`src/rtl/kmer_pkg.sv`:
```
// shared types and constants for the k-mer extraction and dedup block
package kmer_pkg;

    localparam int MAX_KMER    = 32;
    localparam int TABLE_DEPTH = 4096;
    localparam int TABLE_AW    = $clog2(TABLE_DEPTH);
    localparam int ID_W        = 12;
    localparam int CNT_W       = 13;
    localparam int KMER_W      = 64;
    localparam int SEQ_W       = 16;
    localparam int LEN_W       = 6;
    localparam int FILL_W      = 6;
    localparam int ENTRY_W     = 1 + ID_W + KMER_W;
    localparam int QUEUE_DEPTH = 2;
    localparam int QUEUE_AW    = $clog2(QUEUE_DEPTH);

    localparam logic [CNT_W-1:0]  ID_LIMIT = CNT_W'(4096);
    localparam logic [63:0]       HASH_MUL = 64'h9E3779B97F4A7C15;
    localparam logic [31:0]       OCC_MAX  = 32'hFFFFFFFF;

    localparam logic CMD_PUSH  = 1'b0;
    localparam logic CMD_CLEAR = 1'b1;

    localparam logic REG_KMER_LEN = 1'b0;
    localparam logic REG_UNIQUE   = 1'b1;

    typedef struct packed {
        logic               clear;
        logic [KMER_W-1:0]  kmer;
        logic [SEQ_W-1:0]   seq;
    } t_job;

    typedef struct packed {
        logic busy_clear;
    } t_back_status;

    typedef enum logic [2:0] {
        ST_CLEAR,
        ST_IDLE,
        ST_MUL,
        ST_HASH,
        ST_READ,
        ST_CMP,
        ST_OUT
    } t_state;

endpackage

```
`src/rtl/kmer_queue.sv`:
```
// short job queue between front and back
module kmer_queue (
    input  logic           i_clk,
    input  logic           i_rst_n,
    input  logic           i_push,
    input  kmer_pkg::t_job i_job,
    input  logic           i_pop,
    output logic           o_full,
    output logic           o_empty,
    output kmer_pkg::t_job o_job
);

    kmer_pkg::t_job                r_slots [kmer_pkg::QUEUE_DEPTH];
    logic [kmer_pkg::QUEUE_AW-1:0] r_wptr, r_rptr;
    logic [kmer_pkg::QUEUE_AW:0]   r_count;
    logic                          do_push, do_pop;

    assign o_full  = (r_count == (kmer_pkg::QUEUE_AW+1)'(kmer_pkg::QUEUE_DEPTH));
    assign o_empty = (r_count == '0);
    assign do_push = i_push && !o_full;
    assign do_pop  = i_pop && !o_empty;
    assign o_job   = r_slots[r_rptr];

    always_ff @(posedge i_clk) begin
        if (do_push) begin
            r_slots[r_wptr] <= i_job;
        end
    end

    always_ff @(posedge i_clk) begin
        if (!i_rst_n) begin
            r_wptr  <= '0;
            r_rptr  <= '0;
            r_count <= '0;
        end else begin
            if (do_push) r_wptr <= r_wptr + 1'b1;
            if (do_pop)  r_rptr <= r_rptr + 1'b1;
            r_count <= r_count + (do_push ? 1'b1 : 1'b0) - (do_pop ? 1'b1 : 1'b0);
        end
    end

endmodule

```
`config.mk`:
```
export PLATFORM = sky130hd
export DESIGN_NAME = kmer_queue
export DESIGN_NICKNAME = d
export VERILOG_FILES = /design/src/rtl/kmer_pkg.sv /design/src/rtl/kmer_queue.sv
export SDC_FILE = /design/constraint.sdc
export NUM_CORES = 1
export LEC_CHECK = 0
export ABC_AREA = 1
export BUFFER_PORTS_ARGS = -buffer_cell sky130_fd_sc_hd__buf_4
export CAP_MARGIN = 20
export CORE_AREA = 2 2 112 114
export CTS_CLUSTER_DIAMETER = 30
export DETAILED_ROUTE_END_ITERATION = 10
export DIE_AREA = 0 0 114 116
export GPL_TIMING_DRIVEN = 1
export PLACE_DENSITY_LB_ADDON = 0.12
export SYNTH_ARGS = -nofsm -noshare
export SYNTH_HDL_FRONTEND = slang
export SYNTH_SLANG_ARGS = --single-unit
```
`constraint.sdc`:
```
create_clock -name i_clk -period 12.5 [get_ports i_clk]
set_input_delay 0.625 -clock i_clk [delete_from_list [all_inputs] [get_ports i_clk]]
set_output_delay 0.625 -clock i_clk [all_outputs]
set_load 0.02 [all_outputs]
```
==> impl_metrics.tcl <==
set metrics [dict create \
    first_global_vias 3228 \
    maxSlewViolCount 0 \
    clock_path_buffers 2 \
    clk_latency_ns 0.41 \
    combPwrFrac_pct 30.7 \
    nets 559 \
    vdd_ir_drop_max_mv 0.1272 \
    cts_setup_buffers 0 \
    area_growth_syn_to_layout_pct 28.72 \
    hold_viol_final 0 \
    critical_path.max_fanout 38 \
    worstPathArrival_ns 2.40 \
    die_x_um 114 \
    layout-drive-gt1-share_pct 56.70 \
    routabilityCongestion 0.7213 \
    io_buffers 167 \
    power_frac_seq_pct 43.0 \
    crit_type "register to primary output" \
    fin_crit_sh_pct 24.21 \
    dieHeight_um 116 \
    vias 3123 \
    dpl_cell_area_sq_um 7797 \
    rr_startpoint "r_count[0]" \
    netlist_instances 290 \
    r2r_end "r_slots[0][48]" \
    drv_cap 0 \
    drc 0 \
    fillers 797 \
    ctsResizeCount 0 \
    worstSetupEndpoint "o_job[67]" \
    first_pass_iters 6 \
    period_needed_ns 3.026 \
    final_util_pct 70.20 \
    setup_viol 0 \
    clock-sinks 167 \
    core_sq_um 11910 \
    multi_input_area_sq_um 1334 \
    syn_nets 377 \
    clkPwrFrac_pct 26.3 \
    dp_slack_ns 9.702 \
    vias_per_cell 4.941 \
    p_sw_mw 0.4819 \
    crit_required_ns 11.88 \
    p_int_mw 1.247 \
    synth_top_area_share_pct 74.88 \
    mappedNetlistArea_sq_um 6496 \
    numCtsBuffers 17 \
    final_antenna_net_count 0 \
    grt_max_degree 63 \
    synth_seq_area_share_pct 76.43 \
    placementRows 40 \
    initial_core_util_pct 54.54 \
    crit_path_end_kind "primary output" \
    tns_ns 0 \
    grt_antenna_before_repair 0 \
    fin_skew_ns 0.003626 \
    synth.area.top_cells "edfxtp_1, mux2_4, buf_12" \
    switching_share_pct 27.88 \
    highest_layer "met4" \
    wl_met3_um 712 \
    hold_buffers 0 \
    drt_iter0_markers 190 \
    grt_pass1_wl_um 16470 \
    met2WireLength_um 5623 \
    tightest_slew_ns 0.7033 \
    slew_headroom_pct 53.11 \
    min_path_type "input pin to register" \
    worstSetupStartpointType "register" \
    regArea_sq_um 4969 \
    stdcell_area_sq_um 8362 \
    rsz0062_at_grt "no" \
    max_freq_ghz 0.3305 \
    htree_levels 4 \
    synth_area_per_cell_sq_um 22.40 \
    r2r_slack_ns 10.18 \
    setup_ws_ns 9.474 \
    cts_tree "yes" \
    ioPinCount 168 \
    path_clk_slew_ns 0.06 \
    routed_wl_um 10970 \
    dieArea_sq_um 13220 \
    wl_met1_um 4354 \
    dp_hpwl_um 7076 \
    yosys_warnings 0 \
    antenna_cells 0 \
    avgRoutedWirePerCell_um 17.36 \
    synth.largest_area_cell "edfxtp_1" \
    pwr_density_cell_nw_per_um2 206.7 \
    outcome "completed" \
    rr_worst_depth 6 \
    synth_seq_cells 167 \
    ys_types 12 \
    track_usage_pct 17.11 \
    overflow 0 \
    cts_root_buffer "clkbuf_16" \
    hold_path_depth 1 \
    p_leak_nw 3.328 \
]
## cells in the final DEF, fill, tap and decap left out, types with 2 or more instances in the layout
cell type and instances:
buf_4 170, buf_16 2, nand3_1 3, edfxtp_1 162
clkbuf_16 17, nor2_1 7, inv_1 8, dfxtp_1 4
clkbuf_1 8, ha_1 2, a21oi_1 2, clkinv_1 5
clkinv_2 2, nand2_1 9, mux2_4 80
## logic make-up (layout without fill, tap and decap cells)
family	count (synthesis)	after routing	share of synthesized area (%)
adders and majority gates	2	2	0.3851
DFF	167	167	76.43
AOI/OAI and AO/OA	2	2	0.1541
and+or+nand+nor	20	20	1.213
muxes	81	81	18.66
buffers and inverters	18	213	3.159
## layout make-up
class | instances | area share, %
Timing Repair Buffer | 172 | 15.92
Multi-Input combinational cell | 105 | 15.95
Sequential cell | 167 | 59.42
Clock buffer | 25 | 5.447
Tap cell | 147 | 2.200
Inverter | 9 | 0.4190
Clock inverter | 7 | 0.6434
## state kept, by name (all words and copies together) (netlist names), named ones only
name,cells
r_rptr,1
r_wptr,1
r_count,2
r_slots,162
## metrics by stage
step | hold slack (ns) | power (mW) | cells
final | 0.3948 | 1.728 | 632
after global routing | 0.3772 | 1.803 | 632
after CTS | 0.3757 | 1.741 | 630
after detailed placement | 0.4971 | 1.284 | 598
after global placement | 0.4885 | 1.275 | 598
after floorplan | 0.4675 | 1.124 | 290
## power groups by stage
stage	Clock (mW)	Combinational, mW	Sequential, mW
final	0.455	0.531	0.743
after global routing	0.489	0.563	0.751
after CTS	0.465	0.531	0.745
after detailed placement	0	0.528	0.755
after global placement	0	0.525	0.750
after floorplan	0	0.379	0.745
## routing by layer
metal / up-vias / global-route usage, %
li1: 1488 / -
met2: 105 / 27.66
met4: 0 / 9.106
met3: 21 / 5.387
met1: 1509 / 20.83
met5: - / 0
## Yosys cell counts (all sizes together)
cell type	number
edfxtp	162
a21oi	2
inv	9
nand3	3
nor2	8
buf	9
ha	2
mux2	81
dfxtp	5
nand2	9
## worst max-delay path: stages (launching register included)
cell and delay (ns):
dfxtp_4 0.58, buf_4 0.51, buf_16 0.32, mux2_2 0.38
buf_4 0.16
## worst min path at each step
stage,endpoint,slack (ns),startpoint
after detailed placement,r_rptr,0.50,r_rptr
after global placement,r_rptr,0.49,r_rptr
after CTS,r_slots[1][62],0.38,i_job[62]
after global routing,r_slots[0][62],0.38,i_job[62]
after floorplan,register,0.47,r_rptr
final,r_slots[1][58],0.39,i_job[58]
(Power assumes the default switching activity.)
