--- config.mk ---
export PLATFORM = sky130hd
export DESIGN_NAME = kmer_front
export DESIGN_NICKNAME = d
export VERILOG_FILES = /design/src/rtl/kmer_pkg.sv /design/src/rtl/kmer_front.sv
export SDC_FILE = /design/constraint.sdc
export NUM_CORES = 1
export LEC_CHECK = 0
export CAP_MARGIN = 10
export CORE_ASPECT_RATIO = 2
export CORE_MARGIN = 2
export CORE_UTILIZATION = 35
export DETAILED_ROUTE_END_ITERATION = 8
export DONT_BUFFER_PORTS = 1
export PLACE_DENSITY = 0.5
export SYNTH_ARGS = -nofsm -noshare
export SYNTH_HDL_FRONTEND = slang
export SYNTH_SLANG_ARGS = --single-unit
--- constraint.sdc ---
create_clock -name i_clk -period 7.35 [get_ports i_clk]
set_input_delay 0.735 -clock i_clk [delete_from_list [all_inputs] [get_ports i_clk]]
set_output_delay 0.735 -clock i_clk [all_outputs]
set_load 0.1 [all_outputs]
--- src/rtl/kmer_pkg.sv ---
// shared types and constants for the k-mer extraction and dedup block
package kmer_pkg;

    localparam int MAX_KMER    = 32;
    localparam int TABLE_DEPTH = 4096;
    localparam int TABLE_AW    = $clog2(TABLE_DEPTH);
    localparam int ID_W        = 12;
    localparam int CNT_W       = 13;
    localparam int KMER_W      = 64;
    localparam int SEQ_W       = 16;
    localparam int LEN_W       = 6;
    localparam int FILL_W      = 6;
    localparam int ENTRY_W     = 1 + ID_W + KMER_W;
    localparam int QUEUE_DEPTH = 2;
    localparam int QUEUE_AW    = $clog2(QUEUE_DEPTH);

    localparam logic [CNT_W-1:0]  ID_LIMIT = CNT_W'(4096);
    localparam logic [63:0]       HASH_MUL = 64'h9E3779B97F4A7C15;
    localparam logic [31:0]       OCC_MAX  = 32'hFFFFFFFF;

    localparam logic CMD_PUSH  = 1'b0;
    localparam logic CMD_CLEAR = 1'b1;

    localparam logic REG_KMER_LEN = 1'b0;
    localparam logic REG_UNIQUE   = 1'b1;

    typedef struct packed {
        logic               clear;
        logic [KMER_W-1:0]  kmer;
        logic [SEQ_W-1:0]   seq;
    } t_job;

    typedef struct packed {
        logic busy_clear;
    } t_back_status;

    typedef enum logic [2:0] {
        ST_CLEAR,
        ST_IDLE,
        ST_MUL,
        ST_HASH,
        ST_READ,
        ST_CMP,
        ST_OUT
    } t_state;

endpackage

--- src/rtl/kmer_front.sv ---
// front end: nucleotide window, k-mer extraction and job issue
module kmer_front (
    input  logic                         i_clk,
    input  logic                         i_rst_n,
    input  logic                         i_valid,
    output logic                         o_ready,
    input  logic                         i_command,
    input  logic [1:0]                   i_nucleotide,
    input  logic                         i_seq_start,
    input  logic [kmer_pkg::SEQ_W-1:0]   i_seq_index,
    input  logic [kmer_pkg::LEN_W-1:0]   i_klen,
    input  kmer_pkg::t_back_status       i_status,
    input  logic                         i_q_full,
    output logic                         o_push,
    output kmer_pkg::t_job               o_job
);

    logic [kmer_pkg::KMER_W-1:0] r_window, n_window;
    logic [kmer_pkg::FILL_W-1:0] r_fill, n_fill;
    logic [kmer_pkg::FILL_W-1:0] fill_base;
    logic [kmer_pkg::LEN_W-1:0]  len;
    logic [6:0]                  shamt;
    logic                        accept;

    assign o_ready = !i_q_full && !i_status.busy_clear;
    assign accept  = i_valid && o_ready;

    always_comb begin
        if (i_klen == '0) begin
            len = kmer_pkg::LEN_W'(1);
        end else if (i_klen > kmer_pkg::LEN_W'(kmer_pkg::MAX_KMER)) begin
            len = kmer_pkg::LEN_W'(kmer_pkg::MAX_KMER);
        end else begin
            len = i_klen;
        end
        fill_base = i_seq_start ? '0 : r_fill;
        n_window  = {i_nucleotide, (i_seq_start ? 62'd0 : r_window[63:2])};
        n_fill    = (fill_base < kmer_pkg::FILL_W'(kmer_pkg::MAX_KMER))
                  ? fill_base + 1'b1 : fill_base;
        shamt     = 7'd64 - {len, 1'b0};
        o_job.clear = (i_command == kmer_pkg::CMD_CLEAR);
        o_job.kmer  = n_window >> shamt;
        o_job.seq   = i_seq_index;
        o_push      = accept && ((i_command == kmer_pkg::CMD_CLEAR) || (n_fill >= len));
    end

    always_ff @(posedge i_clk) begin
        if (!i_rst_n) begin
            r_window <= '0;
            r_fill   <= '0;
        end else if (accept && i_command == kmer_pkg::CMD_PUSH) begin
            r_window <= n_window;
            r_fill   <= n_fill;
        end
    end

endmodule

==> impl_metrics.json, run 1 <==
{
  "ys_seq_area_share_pct": 19.3,
  "worst_slew_pin_slew_ps": 1190,
  "hold_viol_final": 0,
  "setup_slack_ps": 1500,
  "yosysWarnings": 0,
  "die_width_um": 104,
  "cts_root_buf": "clkbuf_16",
  "critical_path_class": "primary input to output port",
  "wl_met2_um": 15300,
  "synth_cell_types": 75,
  "die_h_um": 205,
  "cp-end-kind": "output port",
  "nNetsFinal": 993,
  "cellPowerDensity_mw_per_mm2": 183,
  "maxCapViolCount": 0,
  "synth_edf_count": 0,
  "via_per_inst": 6.34,
  "synth_top_family_by_area": "compound AO/OA/AOI/OAI gates",
  "io_buffer_count": 0,
  "synth.area.mux_share_pct": 14.3,
  "required_ps": 6610,
  "final_cells": 1220,
  "post_cts_buffers": 0,
  "r2r_slack_ps": 5880,
  "drt_iter0_drc": 695,
  "run_status": "complete, no violations",
  "skew_ps": 4.76,
  "routedWlPerCell_um": 25.6,
  "drc": 0,
  "timing.fmax_mhz": 171,
  "firstDrtPassIters": 5,
  "ys.flop_type": "dfxtp_1",
  "slew_headroom_pct": 20.9,
  "drive_gt1_share_pct": 18.5,
  "yosys.area_share.simple_pct": 24.7,
  "area_growth_pct": 17.3,
  "hpwlAfterDp_um": 23900,
  "grt_max_degree": 69,
  "m1WireLength_um": 11100,
  "cts_hold_buf": 0,
  "grt_pass1_vias": 7517,
  "num_rows": 73,
  "post-route-period-util_pct": 79.5,
  "synth_fa_ha_area_share_pct": 1.42,
  "syn_area_mm2": 0.00704,
  "via_count": 7735,
  "synth.avg_cell_area_um2": 7.16,
  "ys_seq_elements": 68,
  "post-place-ws_ps": 1620,
  "initial_core_util_pct": 35.5,
  "hp-class": "register to register",
  "min_period_ps": 5850,
  "gp_congestion": 1.05,
  "coreArea_mm2": 0.0198,
  "antenna_found_initial": 0,
  "h-tree-depth": 3,
  "crit_arrival_ps": 5110,
  "wl_met3_um": 1550,
  "cts_made_buffers": 9,
  "nFillCells": 2078,
  "finalPower_w": 0.00151,
  "diodes": 0,
  "io-pin-count": 114,
  "tns_ps": 0,
  "drt-total-wl_um": 31200,
  "placedCellCount": 1205,
  "cts.sinks": 68,
  "tritoncts": "done",
  "post_cts_resized": 0,
  "vdd_ir_drop_max_mv": 0.136,
  "insertion_delay_ps": 320,
  "worstPathMaxFanout": 23,
  "overflow": 0,
  "syn_nets": 1022,
  "yosys.area_share.xor_xnor_pct": 0.746,
  "grt_first_pass_wirelength_um": 47000,
  "grtUsageTotal_pct": 28.8,
  "maxSlewViolCount": 0,
  "p_leak_nw": 2.69,
  "highest_layer": "met4",
  "async_flop_share_pct": 0,
  "final-setup-viol-count": 0,
  "clockBufferDepth": 2,
  "synth_compound_area_share_pct": 31.4,
  "rsz0062_at_grt": "no",
  "start_kind": "primary input",
  "postRouteAntennaNets": 0,
  "clk_pin_slew_worst_paths_ps": 60,
  "synth_cells": 983,
  "dieArea_mm2": 0.0213
}
==> cell type report <==
class	instances	area [um2]	area share (%)
multi-input cells	795	5530	66.9
flip-flops and latches	68	1360	16.5
repair buffers	72	696	8.42
well taps	262	328	3.97
clock buffers	11	243	2.94
clock inverters	4	73.8	0.893
inverters	8	31.3	0.379
==> critical path, stage by stage <==
cell and delay [ps]:
nor4_4 240, buf_4 310, o21ai_4 230, ha_2 750
clkinv_1 360, nor2_1 620, nand2_1 450, o221ai_1 460
o221ai_1 270, o22a_1 240, o21ai_2 410
==> placed cells by master, fill, tap and decap left out, types with 5 or more instances in the layout <==
cell type / count
a211oi_1: 7
a211oi_4: 7
a21boi_0: 64
a21o_1: 6
a21oi_1: 34
a22oi_1: 8
a31oi_1: 5
a32oi_1: 6
and2_1: 5
buf_16: 6
buf_4: 64
clkbuf_16: 11
dfxtp_1: 68
ha_1: 7
inv_1: 5
mux2_2: 12
mux2i_1: 69
mux4_2: 8
nand2_1: 151
nand2b_1: 10
nand3_1: 64
nor2_1: 65
nor2_2: 12
nor2b_1: 20
nor3_1: 17
nor3_2: 6
o21ai_0: 32
o221ai_1: 9
o22a_1: 10
o22ai_1: 44
o22ai_2: 5
or2_2: 5
==> path summary, 6_finish.rpt <==
check | start | end | cells after the start
worst max register to register | r_fill[0] | r_fill[4] | 7
worst min-delay path | r_window[3] | r_window[3] | 2
worst min register to register | r_window[3] | r_window[3] | 2
worst max-delay path | i_klen[1] | o_job[22] | 11
==> cell families after synthesis <==
logic type | Yosys count
compound gates | 310
xor+xnor | 6
fa+ha+maj | 8
buf+inv | 120
flops | 68
mux | 89
simple gates | 382
==> routing by layer <==
layer  GRT usage, %  vias up
met5              0        -
met4           26.4        0
met3           3.75      120
met2           49.7      327
met1           30.1     3710
li1               -     3578
==> cells in the mapped netlist, drive strengths merged (6+ instances only) <==
| master | count | area share (%) |
|---|---|---|
| a211oi | 14 | 1.5 |
| a21boi | 64 | 6.8 |
| a21o | 6 | 0.64 |
| a21oi | 38 | 2.7 |
| a22oi | 9 | 0.96 |
| a32oi | 6 | 0.75 |
| and2 | 7 | 0.62 |
| buf | 39 | 3.8 |
| clkbuf | 73 | 3.9 |
| dfxtp | 68 | 19 |
| ha | 8 | 1.4 |
| inv | 6 | 0.32 |
| mux2 | 12 | 1.9 |
| mux2i | 69 | 9.8 |
| mux4 | 8 | 2.6 |
| nand2 | 152 | 8.1 |
| nand2b | 10 | 0.89 |
| nand3 | 64 | 4.5 |
| nor2 | 78 | 4.2 |
| nor2b | 20 | 1.8 |
| nor3 | 23 | 1.7 |
| o21ai | 38 | 2.9 |
| o221ai | 9 | 1.1 |
| o22a | 10 | 1.2 |
| o22ai | 50 | 4.4 |
| o32ai | 8 | 0.99 |
==> power by group <==
part	total [W]	internal, W	leakage [nW]	switching, W
Clock	0.000456	0.000304	0.156	0.000152
Sequential	0.000370	0.000369	0.548	0.000000672
Combinational	0.000683	0.000167	1.99	0.000516
==> sequential cells by signal, indices dropped and copies added (netlist names) <==
name,count
r_window,62
r_fill,6
==> through the flow <==
stage | hold slack (ps) | utilization, % | cell area, um2
2_1_floorplan | 440 | - | 7040
3_3_place_gp | 450 | 40.1 | 7950
3_5_place_dp | 462 | 40.1 | 7950
4_1_cts | 470 | 41.7 | 8260
5_1_grt | 493 | 41.7 | 8260
6_report | 467 | 41.7 | 8260
Power figures use the tool's default switching activity.
==> run 2: changes to the inputs <==
- clock period: 7.35 -> 5.8 ns (I/O delays scaled with it)
==> impl_metrics.json, run 2 (synthesis gave the netlist of run 1 again) <==
{
  "finalPower_w": 0.00201,
  "cts_hold_buf": 0,
  "skew_ps": 6.40,
  "coreArea_mm2": 0.0198,
  "run_status": "complete, no violations",
  "post-route-period-util_pct": 82.8,
  "timing.fmax_mhz": 208,
  "hold_viol_final": 0,
  "antenna_found_initial": 0,
  "cts_root_buf": "clkbuf_16",
  "fin_util_pct": 45.2,
  "worstPathMaxFanout": 21,
  "cts_made_buffers": 9,
  "cellPowerDensity_mw_per_mm2": 225,
  "critical_path_class": "primary input to output port",
  "diodes": 0,
  "insertion_delay_ps": 340,
  "maxCapViolCount": 0,
  "p_leak_nw": 2.92,
  "grt_first_pass_wirelength_um": 48900,
  "vdd_ir_drop_max_mv": 0.226,
  "hold_slack_ps": 367,
  "drc": 0,
  "r2r_slack_ps": 4330,
  "grt_pass1_vias": 7640,
  "die_width_um": 104,
  "path_delay_family": "compound AO/OA/AOI/OAI gates",
  "routedWlPerCell_um": 26.2,
  "tritoncts": "done",
  "path_cells": "nor4_4 > buf_4 > o21ai_4 > ha_2 > clkinv_2 > a222oi_1 > o211ai_1 > o21ai_0 > o211ai_1 > a221oi_4 > buf_12",
  "final-setup-viol-count": 0,
  "start_kind": "primary input",
  "via_count": 7865,
  "p_sw_share_pct": 44.6,
  "largest_reg_flops": 62,
  "most-common-layout-cells": "nand2_1 (151), mux2i_1 (69), dfxtp_1 (68), nor2_1 (65)",
  "critPathBufInv": 3,
  "gp_congestion": 1.00,
  "grtUsageTotal_pct": 30.2,
  "rsz0062_at_grt": "no",
  "cpMaxStageDelayCell": "ha_2",
  "cts.sinks": 68,
  "seqPwrFrac_pct": 23.3,
  "io_buffer_count": 0,
  "required_ps": 5220,
  "post_cts_resized": 0,
  "drt_iter0_drc": 552,
  "largestRegisters": "r_window x62, r_fill x6",
  "via_per_inst": 6.34,
  "io-pin-count": 114,
  "clockBufferDepth": 2,
  "maxSlewViolCount": 0,
  "post_cts_buffers": 0,
  "hp-class": "primary input to register",
  "crit_top_cell": "o211ai_1",
  "num_rows": 73,
  "slew_headroom_pct": 26.9,
  "crit_arrival_ps": 4220,
  "regMostFlops": "r_window",
  "firstDrtPassIters": 5,
  "drt-total-wl_um": 32500,
  "intPower_w": 0.00112,
  "p_switching_w": 0.000898,
  "worst_path_largest_cell_delay_ps": 640,
  "die_h_um": 205,
  "p_comb_share_pct": 48.6,
  "postRouteAntennaNets": 0,
  "overflow": 0,
  "hpwlAfterDp_um": 25100,
  "nNetsFinal": 1012,
  "initial_core_util_pct": 35.5,
  "h-tree-depth": 3,
  "dieArea_mm2": 0.0213,
  "grt_max_degree": 69,
  "cp-end-kind": "output port",
  "drive_gt1_share_pct": 20.3,
  "final_common_cell": "nand2_1",
  "clkPwrFrac_pct": 28.1,
  "area_growth_pct": 27.3,
  "clk_pin_slew_worst_paths_ps": 60,
  "worst_slew_pin_slew_ps": 1090,
  "min_period_ps": 4800
}
run 2: worst paths after layout:
kind                             startpoint            to  cells past startpoint
worst max register to register    r_fill[0]     r_fill[4]                      7
worst min-delay path                i_rst_n  r_window[25]                      1
worst min register to register  r_window[3]   r_window[3]                      2
worst max-delay path              i_klen[4]     o_job[17]                     11
run 2: final cells by class:
| class | count | area, um2 |
|---|---|---|
| Sequential cell | 68 | 1360 |
| Fill cell | 2049 | 10900 |
| Tap cell | 262 | 328 |
| Clock buffer | 10 | 239 |
| Clock inverter | 6 | 71.3 |
| Multi-Input combinational cell | 795 | 5540 |
| Inverter | 8 | 32.5 |
| Timing Repair Buffer | 91 | 1390 |
run 2: power groups by stage:
stage	logic (W)	clock network, W	registers (W)
CTS	0.000973	0.000579	0.000469
global placement	0.000973	0	0.000479
detailed placement	0.000972	0	0.000479
floorplan	0.000693	0	0.000479
global route	0.00101	0.000600	0.000468
finish	0.000978	0.000566	0.000469
run 2: stage by stage:
stage          cells  worst slack (ps)  instance area, um2  setup TNS (ps)
2_1_floorplan    983             -45.3                7140           -45.3
3_3_place_gp    1224              1060                8650               0
3_5_place_dp    1224              1090                8650               0
4_1_cts         1240              1080                8960               0
5_1_grt         1240               811                8960               0
6_report        1240               998                8960               0
run 2: routing by layer:
| metal | share of wire (%) | global-route usage (%) | routed length, um | vias to the layer above |
|---|---|---|---|---|
| met5 | 0 | 0 | 0 | - |
| met4 | 9.2 | 25.0 | 2980 | 0 |
| met3 | 4.6 | 3.44 | 1510 | 112 |
| met2 | 50 | 52.6 | 16200 | 357 |
| met1 | 36 | 32.4 | 11800 | 3789 |
| li1 | - | - | - | 3607 |
